$ cat src/rtl/core/gcmbx_pkg.sv
`default_nettype none
// ----------------------------------------------------------------------------
// gcmbx_pkg
// Shared types, constants and helpers for the generation checked mailbox.
// ----------------------------------------------------------------------------
package gcmbx_pkg;

	localparam int ENDPOINTS     = 8;
	localparam int QUEUE_DEPTH   = 8;
	localparam int MESSAGE_BYTES = 64;

	localparam int SLOT_W = (ENDPOINTS > 1) ? $clog2(ENDPOINTS) : 1;
	localparam int QPTR_W = (QUEUE_DEPTH > 1) ? $clog2(QUEUE_DEPTH) : 1;
	localparam int QCNT_W = $clog2(QUEUE_DEPTH + 1);
	localparam int BIDX_W = (MESSAGE_BYTES > 1) ? $clog2(MESSAGE_BYTES) : 1;
	localparam int LEN_W  = 7;
	localparam int META_AW = SLOT_W + QPTR_W;
	localparam int MSG_AW  = SLOT_W + QPTR_W + BIDX_W;

	localparam logic [15:0] HANDLE_TAG = 16'h4950;
	localparam logic [31:0] GEN_SEED   = 32'h49500001;
	localparam logic [31:0] GEN_MULT   = 32'h9E3779B9;

	localparam logic [2:0] KIND_CREATE  = 3'd0;
	localparam logic [2:0] KIND_DESTROY = 3'd1;
	localparam logic [2:0] KIND_SEND    = 3'd2;
	localparam logic [2:0] KIND_RECV    = 3'd3;
	localparam logic [2:0] KIND_PENDING = 3'd4;

	typedef struct packed {
		logic [2:0]  kind;
		logic [63:0] handle;
		logic [63:0] pid;
		logic [7:0]  data_byte;
		logic        last;
		logic [6:0]  capacity;
	} req_t;

	typedef struct packed {
		logic        ok;
		logic [63:0] value;
		logic [7:0]  data_byte_res;
		logic [6:0]  msg_length;
		logic [63:0] sender;
		logic        end_of_run;
	} rsp_t;

	typedef enum logic [2:0] {
		ST_IDLE,
		ST_EVAL,
		ST_META,
		ST_RREAD,
		ST_REMIT,
		ST_CRD,
		ST_CWR,
		ST_RESP
	} state_t;

	typedef struct packed {
		logic capture;
		logic eval;
		logic meta_chk;
		logic rd_issue;
		logic emit_byte;
		logic copy_rd;
		logic copy_wr;
		logic emit_resp;
	} cmd_t;

	typedef struct packed {
		logic recv_go;
		logic copy_go;
		logic len_ok;
		logic last_byte;
		logic copy_done;
		logic out_free;
	} sts_t;

	function automatic logic [31:0] gen_reset(input int slot);
		logic [31:0] s1;
		s1 = 32'(slot + 1);
		return GEN_SEED ^ (s1 * GEN_MULT);
	endfunction

	function automatic logic [63:0] handle_of(input logic [31:0] gen,
		input logic [SLOT_W-1:0] slot);
		logic [7:0] enc;
		enc = 8'(slot) + 8'd1;
		return {HANDLE_TAG, 8'h00, gen, enc};
	endfunction

endpackage
`default_nettype wire

$ cat src/rtl/core/gcmbx_ctrl.sv
`default_nettype none
// ----------------------------------------------------------------------------
// gcmbx_ctrl
// Sequencer: steps one item through evaluate, copy or receive and response.
// ----------------------------------------------------------------------------
module gcmbx_ctrl (
	input  wire logic             clk,
	input  wire logic             arst_n,
	input  wire logic             req_valid,
	output logic                  req_ready,
	input  wire gcmbx_pkg::sts_t  sts,
	output gcmbx_pkg::cmd_t       cmd
);

	gcmbx_pkg::state_t state_q, state_d;

	always_ff @(posedge clk or negedge arst_n) begin
		if (!arst_n) begin
			state_q <= gcmbx_pkg::ST_IDLE;
		end else begin
			state_q <= state_d;
		end
	end

	always_comb begin
		state_d = state_q;
		case (state_q)
			gcmbx_pkg::ST_IDLE: begin
				if (req_valid) state_d = gcmbx_pkg::ST_EVAL;
			end
			gcmbx_pkg::ST_EVAL: begin
				if (sts.recv_go) state_d = gcmbx_pkg::ST_META;
				else if (sts.copy_go) state_d = gcmbx_pkg::ST_CRD;
				else state_d = gcmbx_pkg::ST_RESP;
			end
			gcmbx_pkg::ST_META: begin
				state_d = sts.len_ok ? gcmbx_pkg::ST_RREAD : gcmbx_pkg::ST_RESP;
			end
			gcmbx_pkg::ST_RREAD: state_d = gcmbx_pkg::ST_REMIT;
			gcmbx_pkg::ST_REMIT: begin
				if (sts.out_free) begin
					state_d = sts.last_byte ? gcmbx_pkg::ST_IDLE : gcmbx_pkg::ST_RREAD;
				end
			end
			gcmbx_pkg::ST_CRD: state_d = gcmbx_pkg::ST_CWR;
			gcmbx_pkg::ST_CWR: begin
				state_d = sts.copy_done ? gcmbx_pkg::ST_RESP : gcmbx_pkg::ST_CRD;
			end
			gcmbx_pkg::ST_RESP: begin
				if (sts.out_free) state_d = gcmbx_pkg::ST_IDLE;
			end
			default: state_d = gcmbx_pkg::ST_IDLE;
		endcase
	end

	always_comb begin
		cmd = '0;
		req_ready = 1'b0;
		case (state_q)
			gcmbx_pkg::ST_IDLE: begin
				req_ready = 1'b1;
				cmd.capture = req_valid;
			end
			gcmbx_pkg::ST_EVAL:  cmd.eval = 1'b1;
			gcmbx_pkg::ST_META:  cmd.meta_chk = 1'b1;
			gcmbx_pkg::ST_RREAD: cmd.rd_issue = 1'b1;
			gcmbx_pkg::ST_REMIT: cmd.emit_byte = sts.out_free;
			gcmbx_pkg::ST_CRD:   cmd.copy_rd = 1'b1;
			gcmbx_pkg::ST_CWR:   cmd.copy_wr = 1'b1;
			gcmbx_pkg::ST_RESP:  cmd.emit_resp = sts.out_free;
			default: cmd = '0;
		endcase
	end

endmodule
`default_nettype wire

$ cat config.mk
export PLATFORM = sky130hd
export DESIGN_NAME = gcmbx_ctrl
export DESIGN_NICKNAME = d
export VERILOG_FILES = /design/src/rtl/core/gcmbx_pkg.sv /design/src/rtl/core/gcmbx_ctrl.sv
export SDC_FILE = /design/constraint.sdc
export NUM_CORES = 1
export LEC_CHECK = 0
export ABC_AREA = 1
export BUFFER_PORTS_ARGS = -buffer_cell sky130_fd_sc_hd__buf_2
export CAP_MARGIN = 0
export CORE_AREA = 2 2 39 41
export CTS_BUF_LIST = sky130_fd_sc_hd__clkbuf_4 sky130_fd_sc_hd__clkbuf_8
export CTS_CLUSTER_DIAMETER = 150
export DETAILED_ROUTE_END_ITERATION = 8
export DIE_AREA = 0 0 41 43
export GPL_ROUTABILITY_DRIVEN = 0
export HOLD_SLACK_MARGIN = 0.05
export MAX_ROUTING_LAYER = met4
export PLACE_DENSITY = 0.51
export SKIP_CTS_REPAIR_TIMING = 1
export SYNTH_ARGS = -nofsm -noshare
export SYNTH_HDL_FRONTEND = slang
export SYNTH_SLANG_ARGS = --single-unit
$ cat constraint.sdc
create_clock -name clk -period 1.15 [get_ports clk]
set_input_delay 0.0575 -clock clk [delete_from_list [all_inputs] [get_ports clk]]
set_output_delay 0.0575 -clock clk [all_outputs]
set_load 0.01 [all_outputs]
Word-level counts from Yosys, hierarchy flattened
Index checks and enable logic that the tools add are counted.

Shift operators: 0. $lt $le $gt $ge: 0. Equal/unequal tests: 10. Div/mod/pow operators: 0. Bitwise logic cells: 0. Reductions and logical operators: 2. Multipliers: 0. $add $sub $neg: 0. Mux-type cells: 18.

Operators by type and width (number): $pmux W3 S8 (1); $mux W3 (5); $eq A3 B3 Y1 const B (4); $mux W1 (9); $eq A3 B2 Y1 const B (2); $mux W2 (3); $ne A2 B2 Y1 const B (3); $eq A3 B1 Y1 const B (1); $logic_not A3 Y1 (1); $reduce_and A3 Y1 (1).

ROM bits: 0. Bits in latches: 0. Memories: 0. Register bits after elaboration: 3. Bits in writable memories: 0. Output and inout bits: 9. Input port bits: 9.

Depth between registers and ports, before layout
Gate-level depths: netlist of run 1.

Word-level depth: 3. Mapped depth: 9.

Worst setup path before layout of run 1
No wires, ideal clock.

Kind: register -> register. Start: register state_q[1]. End: register state_q[1]. Clock period less this slack: 1019 ps. Stages on the path, launching flop included: 8. Arrival time: 899 ps. Path buffers: 1. Library setup time: 120 ps. Path slack: 131 ps. Path through: dfrtp_1 -> buf_6 -> nor2_2 -> nand2_1 -> nor2_1 -> nor2_1 -> nand2_1 -> nand2_1.

Cells in the longest elaborated chain, start to end: 3. Elaborated cells on any way between the ends: 13.

Ends and longest elaborated chain: from (decl) (RTL line gcmbx_ctrl.sv:15) `gcmbx_pkg::state_t state_q, state_d;`; from (signal assigned) (RTL line gcmbx_ctrl.sv:19) `state_q <= gcmbx_pkg::ST_IDLE;`; from (signal assigned) (RTL line gcmbx_ctrl.sv:21) `state_q <= state_d;`; $eq A3 B3 Y1 / $logic_not A3 Y1 (equally long branches) (RTL line gcmbx_ctrl.sv:27) `case (state_q)`; $ne A2 B2 Y1 (no source line); $reduce_and A3 Y1 (no source line).

Several ways; a longest one is shown, not always the timed one. A chain may end at the register's enable or synchronous reset.

==> flow_summary.ini, run 1 <==
[outcome]
violations = setup timing
status = complete, but fails checks

[logic_synthesis]
syn_area_um2 = 315
synth.distinct_cells = 15
synth.largest_area_cell = dfrtp_1
ys_seq_area_share_pct = 23.8
synth_top_area_share_pct = 23.8
synth_fp_nets = 63
ys_warn_count = 0
ys_seq_elements = 3
syn_area_per_cell_um2 = 5.84
netlist_instances = 54
synth.area.top_cells = dfrtp_1 24%, nand2_1 18%, inv_1 13%

[sta]
tightest_slew_ns = 0.195
drv_slew = 0
finalCritPeriodShare_pct = 106
hold_violations = 0
setup_viol = 5
rsz0062_at_grt = true
max_freq_mhz = 817
layout_setup_ws_ns = -0.0738
min_period_ns = 1.22
skew_ns = 0.00620
relSlewSlack_pct = 87.0
setup-tns-final_ns = -0.209

[floorplanning]
coreArea_mm2 = 0.00138
io_pins = 18
initial_core_util_pct = 22.8
rows = 14
die-width_um = 41
die_h_um = 43
die_area_mm2 = 0.00176

[cts]
clock_latency_ns = 0.23
cts.sinks = 3
numCtsBuffers = 3
cts_root_buf = clkbuf_4
htree_levels = 1
clk_pin_slew_worst_paths_ns = 0.04
clk_path_buf_depth = 2
cts_tree = yes

[layout]
fillers = 154
diodes = 0
area_growth_syn_to_layout_pct = 83.3
nets = 90
drive_gt1_share_pct = 58.8
design_area_um2 = 578
largest_register_ffs = 3
largest_registers = state_q: 3 flops
largest_register = state_q

[setup_path]
cp_num_cells = 5
cp.required_ns = 1.09
critPathTopFamily = flip-flops
path_cells = buf_12 -> nor2_4 -> nand2_2 -> inv_2 -> buf_6
crit_arrival_ns = 1.17
cp-start-kind = flip-flop
crit_type = reg2out
cpPeakStageDelay_ns = 0.47
end_kind = output port
slowest_stage = dfrtp_2
worst-path-buf-inv = 3
reg2reg_depth = 8
worst-path-max-fanout = 6

[place]
placed_area_um2 = 409
place_hpwl_um = 605
portBuffers = 17

[global_routing]
grt_pass1_wl_um = 1240
grt_pass1_vias = 334
grt_start_max_net_pins = 11
antenna_found_initial = 0
grt_util_all_layers_pct = 10.5
grt_overflow = 0

[power]
power_frac_clock_pct = 13.2
p_leak_nw = 0.335
comb_power_share_pct = 67.3
power.internal_uw = 859
power_switching_uw = 733
switching_share_pct = 46.1
p_per_area_mw_per_mm2 = 2750
seq_power_share_pct = 19.6
ir_drop_mv = 0.890
p_total_mw = 1.59

[drt]
drt-initial-drc-count = 6
wire_per_inst_um = 9.15
drc = 0
via_count = 408
via_per_inst = 4.25
ant_nets = 0
wl_um = 878
drtPass1Iterations = 2

[flow_run]
drv_cap = 0

[hold_path]
hold_path_class = in2async
synth_stat cells:
master	n
buf_4	1
o21ai_0	1
nor2_4	1
dfrtp_1	3
nor4_1	1
buf_6	1
nor2_1	6
nand3_2	1
nand2_1	15
nor3_1	2
nor2_2	2
nand3_1	4
inv_1	11
inv_2	2
nand4_1	3
cells in the final DEF (no fill, tap or decap):
cell and n:
nand2_2 3, inv_1 9, nor2_4 3, nand3_1 3
buf_12 2, nor2_1 4, inv_4 1, buf_6 3
buf_2 15, dlygate4sd3_1 1, nand2_1 12, nor4_2 1
buf_4 3, nor3_2 2, dfrtp_2 3, nand4_1 3
o21ai_0 1, clkbuf_4 4, nor2_2 2, nand3_2 2
inv_2 3
cells by family (layout without fill, tap and decap cells):
| logic type | count (synthesis) | count (layout) | synth area share (%) |
|---|---|---|---|
| flip-flops | 3 | 3 | 23.8 |
| AO/OA/AOI/OAI | 1 | 1 | 1.59 |
| AND/OR/NAND/NOR | 35 | 35 | 53.2 |
| buffers and inverters | 15 | 41 | 21.4 |
final timing paths:
| path | start | slack [ns] | to |
|---|---|---|---|
| max | state_q[1]$_DFFE_PN0P_ | -0.07 | cmd[2] |
| min in group clk | sts[3] | 0.15 | state_q[2]$_DFFE_PN0P_ |
| max reg2reg | state_q[1]$_DFFE_PN0P_ | 0.01 | state_q[1]$_DFFE_PN0P_ |
| max in group asynchronous | arst_n | 0.88 | state_q[1]$_DFFE_PN0P_ |
| min reg2reg | state_q[2]$_DFFE_PN0P_ | 0.75 | state_q[0]$_DFFE_PN0P_ |
| min | arst_n | 0.15 | state_q[2]$_DFFE_PN0P_ |
power by group through the flow:
stage                     Sequential [mW]  Combinational (mW)  Clock (mW)
after floorplan                     0.197               0.608           0
after global placement              0.302               0.653           0
after detailed placement            0.309               0.649           0
after CTS                           0.308               0.652       0.218
after global routing                0.319                1.19       0.230
final                               0.312                1.07       0.210
metal layers:
layer  part of all wire (%)  vias up  GRT usage, %  routed length, um
li1                       -      216             -                  -
met1                     45      180          13.5                398
met2                     49       12          15.0                426
met3                    6.2        0          3.14                 54
met4                      0        0          4.00                  0
met5                      0        -             -                  0
stage by stage:
step / util, % / instances / setup WS (ns) / hold slack (ns)
after floorplan: - / 54 / 0.131 / -0.238
after global placement: 29.6 / 86 / -0.0297 / -0.144
after detailed placement: 29.6 / 86 / -0.0398 / -0.142
after CTS: 31.7 / 90 / -0.224 / -0.395
after global routing: 41.8 / 96 / -0.119 / 0.156
final: 41.8 / 96 / -0.0738 / 0.147
cell type report:
type                       instances  area, um^2  share of cell area, %
clock buffer                       4        30.0                   5.19
inverter                          13        51.3                   8.87
multi-input combinational         36         216                   37.4
sequential                         3        78.8                   13.6
tap                               16        20.0                   3.46
timing repair buffer              24         181                   31.4
Note: power is estimated with default switching activity, not from simulation.
==> run 2, diff against run 1 <==
--- a/config.mk
+++ b/config.mk
@@ -5,7 +5,6 @@
 export SDC_FILE = /design/constraint.sdc
 export NUM_CORES = 1
 export LEC_CHECK = 0
-export ABC_AREA = 1
 export BUFFER_PORTS_ARGS = -buffer_cell sky130_fd_sc_hd__buf_2
 export CAP_MARGIN = 0
 export CORE_AREA = 2 2 39 41
@@ -16,8 +15,9 @@
 export GPL_ROUTABILITY_DRIVEN = 0
 export HOLD_SLACK_MARGIN = 0.05
 export MAX_ROUTING_LAYER = met4
-export PLACE_DENSITY = 0.51
+export PLACE_DENSITY = 0.5
 export SKIP_CTS_REPAIR_TIMING = 1
 export SYNTH_ARGS = -nofsm -noshare
 export SYNTH_HDL_FRONTEND = slang
 export SYNTH_SLANG_ARGS = --single-unit
+export TNS_END_PERCENT = 5
==> run 2 against run 1 <==
The run still ends with setup timing left. First-iteration DRC count up 17%. Cell area is 16% lower. Combinational power is 22% lower. Synthesized cell count down 26%. Clock skew down 0.0019 ns. Largest power group unchanged.
==> flow_summary.ini, run 2 <==
[outcome]
status = complete, but fails checks
violations = setup timing

[logic_synthesis]
synth.distinct_cells = 21
synth_common_cells = 5 x nor3_1, 3 x dfrtp_1, 3 x inv_1, 3 x nand2b_1, 3 x nor2_1
syn_area_per_cell_um2 = 7.32
synth_ff_type = dfrtp_1
synth_edf_count = 0
syn_area_um2 = 293
ys_seq_elements = 3
synth.largest_area_cell = dfrtp_1
synth.area.top_cells = dfrtp_1 26%, nor3_1 8.5%, nand2b_1 6.4%
ys_warn_count = 0
synth-async-reset-ratio_pct = 100
netlist_instances = 40
synth_top_area_share_pct = 25.6
ys_seq_area_share_pct = 25.6
synth.most_common_cell = nor3_1
synth_fp_nets = 49

[setup_path]
path_cells = buf_6 -> nor3_2 -> and2_1 -> buf_2
end_kind = output port
cpPeakStageDelay_ns = 0.42
reg2reg_depth = 3
cp-start-kind = flip-flop
slowest_stage = dfrtp_2
cp.required_ns = 1.09
crit_type = reg2out
worst-path-max-fanout = 4
crit_arrival_ns = 1.19

[global_routing]
grt_start_max_net_pins = 10
grt_overflow = 0
grt_util_all_layers_pct = 11.8
antenna_found_initial = 0
grt_pass1_wl_um = 1280
grt_pass1_vias = 321

[place]
portBuffers = 17
place_hpwl_um = 654
dp.cells = 76

[layout]
largest_register = state_q
fin_cells = 82
final_common_cell = buf_2
drive_gt1_share_pct = 50.0
area_growth_syn_to_layout_pct = 65.8
mostFrequentLayoutCells = 17 x buf_2, 6 x buf_4, 4 x clkbuf_4
final_util_pct = 35.1
largest_registers = state_q: 3 flops
nets = 76
largest_register_ffs = 3
diodes = 0

[cts]
clk_path_buf_depth = 2
clk_pin_slew_worst_paths_ns = 0.03
cts_root_buf = clkbuf_4
htree_levels = 1
cts.sinks = 3
numCtsBuffers = 3
clock_latency_ns = 0.24
cts_tree = yes

[floorplanning]
io_pins = 18
rows = 14
die_area_mm2 = 0.00176
die-width_um = 41
coreArea_mm2 = 0.00138
die_h_um = 43
initial_core_util_pct = 21.2

[drt]
wire_per_inst_um = 10.7
drt-initial-drc-count = 7
via_count = 396
wl_um = 879
via_per_inst = 4.83
drc = 0
drtPass1Iterations = 4
ant_nets = 0

[sta]
layout_setup_ws_ns = -0.0982
fin_hold_ws_ns = 0.105
skew_ns = 0.00430
tightest_slew_ns = 0.210
min_period_ns = 1.25
max_freq_mhz = 801
relSlewSlack_pct = 85.9
hold_violations = 0
setup_viol = 8
finalCritPeriodShare_pct = 109
rsz0062_at_grt = true
drv_slew = 0

[flow_run]
drv_cap = 0

[power]
p_per_area_mw_per_mm2 = 2680
p_total_mw = 1.30
p_leak_nw = 0.261
ir_drop_mv = 0.914

[hold_path]
hold_path_class = in2reg
hold_depth = 2
==> run 2: changes by cell type after synthesis, sizes merged, moves of 2 or more <==
| cell | previous run | this run |
|---|---|---|
| nand2 | 15 | 3 |
| inv | 13 | 3 |
| nor2 | 9 | 3 |
| nand2b | 0 | 3 |
| nand3 | 5 | 2 |
| nand4 | 3 | 0 |
| nor3 | 2 | 5 |
| a22o | 0 | 2 |
| and3 | 0 | 2 |
| nor2b | 0 | 2 |
==> run 2: path summary, 6_finish.rpt <==
check	slack, ns	startpoint	to
setup / recovery	-0.1	state_q[2]$_DFFE_PN0P_	cmd[7]
hold / removal	0.10	sts[0]	state_q[2]$_DFFE_PN0P_
setup reg to reg	-0.06	state_q[2]$_DFFE_PN0P_	state_q[1]$_DFFE_PN0P_
hold reg to reg	0.64	state_q[2]$_DFFE_PN0P_	state_q[0]$_DFFE_PN0P_
max in group asynchronous	0.89	arst_n	state_q[0]$_DFFE_PN0P_
min in group asynchronous	0.14	arst_n	state_q[1]$_DFFE_PN0P_
==> run 2: cell families after synthesis <==
logic type | Yosys count | synth area share (%)
flip-flops | 3 | 25.6
buffers and inverters | 6 | 11.1
AO/OA/AOI/OAI | 9 | 23.1
AND/OR/NAND/NOR | 22 | 40.2
==> run 2: where the power goes <==
group	internal [mW]	switching, mW
sequential	0.169	0.0833
combinational	0.430	0.408
clock	0.154	0.0555
total	0.753	0.547
==> run 2: routing by layer <==
layer | up-vias | part of all wire [%] | track usage [%]
li1 | 193 | - | -
met1 | 177 | 43 | 12.3
met2 | 24 | 45 | 17.2
met3 | 2 | 10 | 3.14
met4 | 0 | 1.1 | 10.0
met5 | - | 0 | -
==> run 2: final cells by class <==
type / instances / area [um^2]
Fill cell: 166 / 898
Multi-Input combinational cell: 31 / 195
Timing Repair Buffer: 25 / 151
Sequential cell: 3 / 77.6
Clock buffer: 4 / 30.0
Tap cell: 16 / 20.0
Inverter: 3 / 11.3
==> run 2: through the flow <==
step	area [um^2]	setup WS (ns)	TNS, ns
2_1_floorplan	293	-0.00699	-0.0126
3_3_place_gp	422	0.00477	0
3_5_place_dp	422	-0.0127	-0.0127
4_1_cts	452	-0.188	-0.742
5_1_grt	485	-0.172	-1.08
6_report	485	-0.0982	-0.523
==> run 2: critical path, delay by kind of cell, from the launching register on <==
kind | cells | cell delay [ns]
simple gates | 2 | 0.30
flops | 1 | 0.42
buf+inv | 2 | 0.24
==> run 3, diff against run 2 <==
--- a/config.mk
+++ b/config.mk
@@ -7,6 +7,8 @@
 export LEC_CHECK = 0
 export BUFFER_PORTS_ARGS = -buffer_cell sky130_fd_sc_hd__buf_2
 export CAP_MARGIN = 0
+export CELL_PAD_IN_SITES_DETAIL_PLACEMENT = 1
+export CELL_PAD_IN_SITES_GLOBAL_PLACEMENT = 1
 export CORE_AREA = 2 2 39 41
 export CTS_BUF_LIST = sky130_fd_sc_hd__clkbuf_4 sky130_fd_sc_hd__clkbuf_8
 export CTS_CLUSTER_DIAMETER = 150
@@ -15,7 +17,7 @@
 export GPL_ROUTABILITY_DRIVEN = 0
 export HOLD_SLACK_MARGIN = 0.05
 export MAX_ROUTING_LAYER = met4
-export PLACE_DENSITY = 0.5
+export PLACE_DENSITY = 0.66
 export SKIP_CTS_REPAIR_TIMING = 1
 export SYNTH_ARGS = -nofsm -noshare
 export SYNTH_HDL_FRONTEND = slang
==> run 3 against run 2 <==
The flow still finishes with violations (setup timing). Combinational power increased by 19%. First-iteration DRC count down 100%. Non-clock buffer count grew 2. Cell count up 2.4%. Die area unchanged. Sequential share of layout area fell by 1.2 points. Clock power rose by 7%. Global-route usage rose by 0.80 points. Maximum frequency is 0.65% lower. Worst setup slack lost 0.0081 ns. Hold slack lost 0.019 ns. Critical path type unchanged. Highest routed layer unchanged.
==> flow_summary.ini, run 3 (synthesis gave the netlist of run 2 again) <==
[layout]
diodes = 0
nets = 78
drive_gt1_share_pct = 55.9
area_growth_syn_to_layout_pct = 82.5
largest_registers = state_q: 3 flops
mostFrequentLayoutCells = 17 x buf_2, 4 x clkbuf_4, 4 x buf_6, 4 x buf_4
largest_register_ffs = 3
fillers = 188
final_util_pct = 38.6
final_common_cell = buf_2
largest_register = state_q

[global_routing]
antenna_found_initial = 0
grt_start_max_net_pins = 9
grt_util_all_layers_pct = 12.6
grt_pass1_wl_um = 1500
grt_pass1_vias = 343
grt_overflow = 0

[place]
portBuffers = 17
place_hpwl_um = 702

[floorplanning]
coreArea_mm2 = 0.00138
initial_core_util_pct = 21.2
io_pins = 18
rows = 14
die-width_um = 41
die_h_um = 43
die_area_mm2 = 0.00176

[setup_path]
crit_type = reg2out
path_cells = buf_12 -> nor3_1 -> buf_2
r2r_start = state_q[2]$_DFFE_PN0P_
cp.required_ns = 1.09
timing.rr.end = state_q[1]$_DFFE_PN0P_
cp-start-kind = flip-flop
r2r_setup_slack_ns = -0.07
reg2reg_depth = 3
worst-path-max-fanout = 7
worst-path-buf-inv = 2
critPathTopFamily = flip-flops
crit_arrival_ns = 1.20
cp_num_cells = 3
slowest_stage = dfrtp_2
end_kind = output port
cpPeakStageDelay_ns = 0.48

[sta]
hold_violations = 0
setup_viol = 9
drv_slew = 0
max_freq_mhz = 796
layout_setup_ws_ns = -0.106
finalCritPeriodShare_pct = 109
tightest_slew_ns = 0.203
rsz0062_at_grt = true
min_period_ns = 1.26
relSlewSlack_pct = 86.5
skew_ns = 0.00136

[power]
ir_drop_mv = 0.739
p_per_area_mw_per_mm2 = 2850
p_total_mw = 1.52
p_leak_nw = 0.279

[outcome]
violations = setup timing
status = complete, but fails checks

[drt]
wl_met3_um = 35
drtPass1Iterations = 1
drt-initial-drc-count = 0
via_per_inst = 4.56
wire_per_inst_um = 12.0
via_count = 383
drc = 0
top_layer = met4
wl_met1_um = 418
wl_met2_um = 533
ant_nets = 0
wl_um = 1000

[flow_run]
drv_cap = 0

[cts]
numCtsBuffers = 3
cts_tree = yes
htree_levels = 1
clk_pin_slew_worst_paths_ns = 0.04
cts_root_buf = clkbuf_4
cts.sinks = 3
clk_path_buf_depth = 2
clock_latency_ns = 0.24

[hold_path]
hold_end = state_q[2]$_DFFE_PN0P_
hold_depth = 2
hold_path_class = in2reg
hold_path_startpoint = sts[0]
run 3: cell types whose count changed in the layout (fill, tap and decap cells not counted):
cell     change
buf_6        +3
nor3_2       -1
dfrtp_1      -1
inv_4        +1
buf_12       +1
inv_1        -2
dfrtp_2      +1
nor3_4       +1
buf_4        -2
inv_2        +1
run 3: metal layers:
metal  global-route usage (%)  up-vias
li1                         -      195
met1                     16.1      174
met2                     19.7       12
met3                        0        2
met4                     6.00        0
met5                        -        -
run 3: cell type report:
type                    count  area [um^2]  area share [%]
clock buffers               4         30.0            5.62
inverters                   3         13.8            2.58
flip-flops and latches      3         78.8            14.8
repair buffers             27          190            35.6
multi-input cells          31          201            37.7
well taps                  16         20.0            3.75
run 3: report_power, final:
group          switching (mW)  internal, mW  total, mW  leakage, nW
sequential              0.131         0.172      0.304       0.0314
combinational           0.436         0.559      0.995        0.229
clock                  0.0697         0.155      0.224       0.0184
run 3: worst reg2reg max path, cell delays in order (launching register included):
cell and delay, ns:
dfrtp_2 0.46, buf_6 0.14, a22o_1 0.18, a221o_1 0.31
run 3: worst max-delay path by stage:
stage                                 startpoint                      to  slack [ns]
final                     state_q[0]$_DFFE_PN0P_                  cmd[3]       -0.11
after global routing      state_q[0]$_DFFE_PN0P_                  cmd[3]       -0.15
after CTS                 state_q[1]$_DFFE_PN0P_                  cmd[7]       -0.19
after detailed placement  state_q[1]$_DFFE_PN0P_  state_q[1]$_DFFE_PN0P_       -0.05
after global placement    state_q[1]$_DFFE_PN0P_  state_q[1]$_DFFE_PN0P_       0.007
after floorplan           state_q[2]$_DFFE_PN0P_                  cmd[7]      -0.007
run 3: per-stage QoR:
step	setup WS, ns	TNS, ns	hold slack, ns	std cells	cell area (um^2)
2_1_floorplan	-0.00699	-0.0126	-0.238	40	293
3_3_place_gp	0.00740	0	-0.146	76	434
3_5_place_dp	-0.0476	-0.0476	-0.143	76	434
4_1_cts	-0.194	-1.21	-0.392	80	464
5_1_grt	-0.152	-1.29	0.112	84	534
6_report	-0.106	-0.684	0.0858	84	534
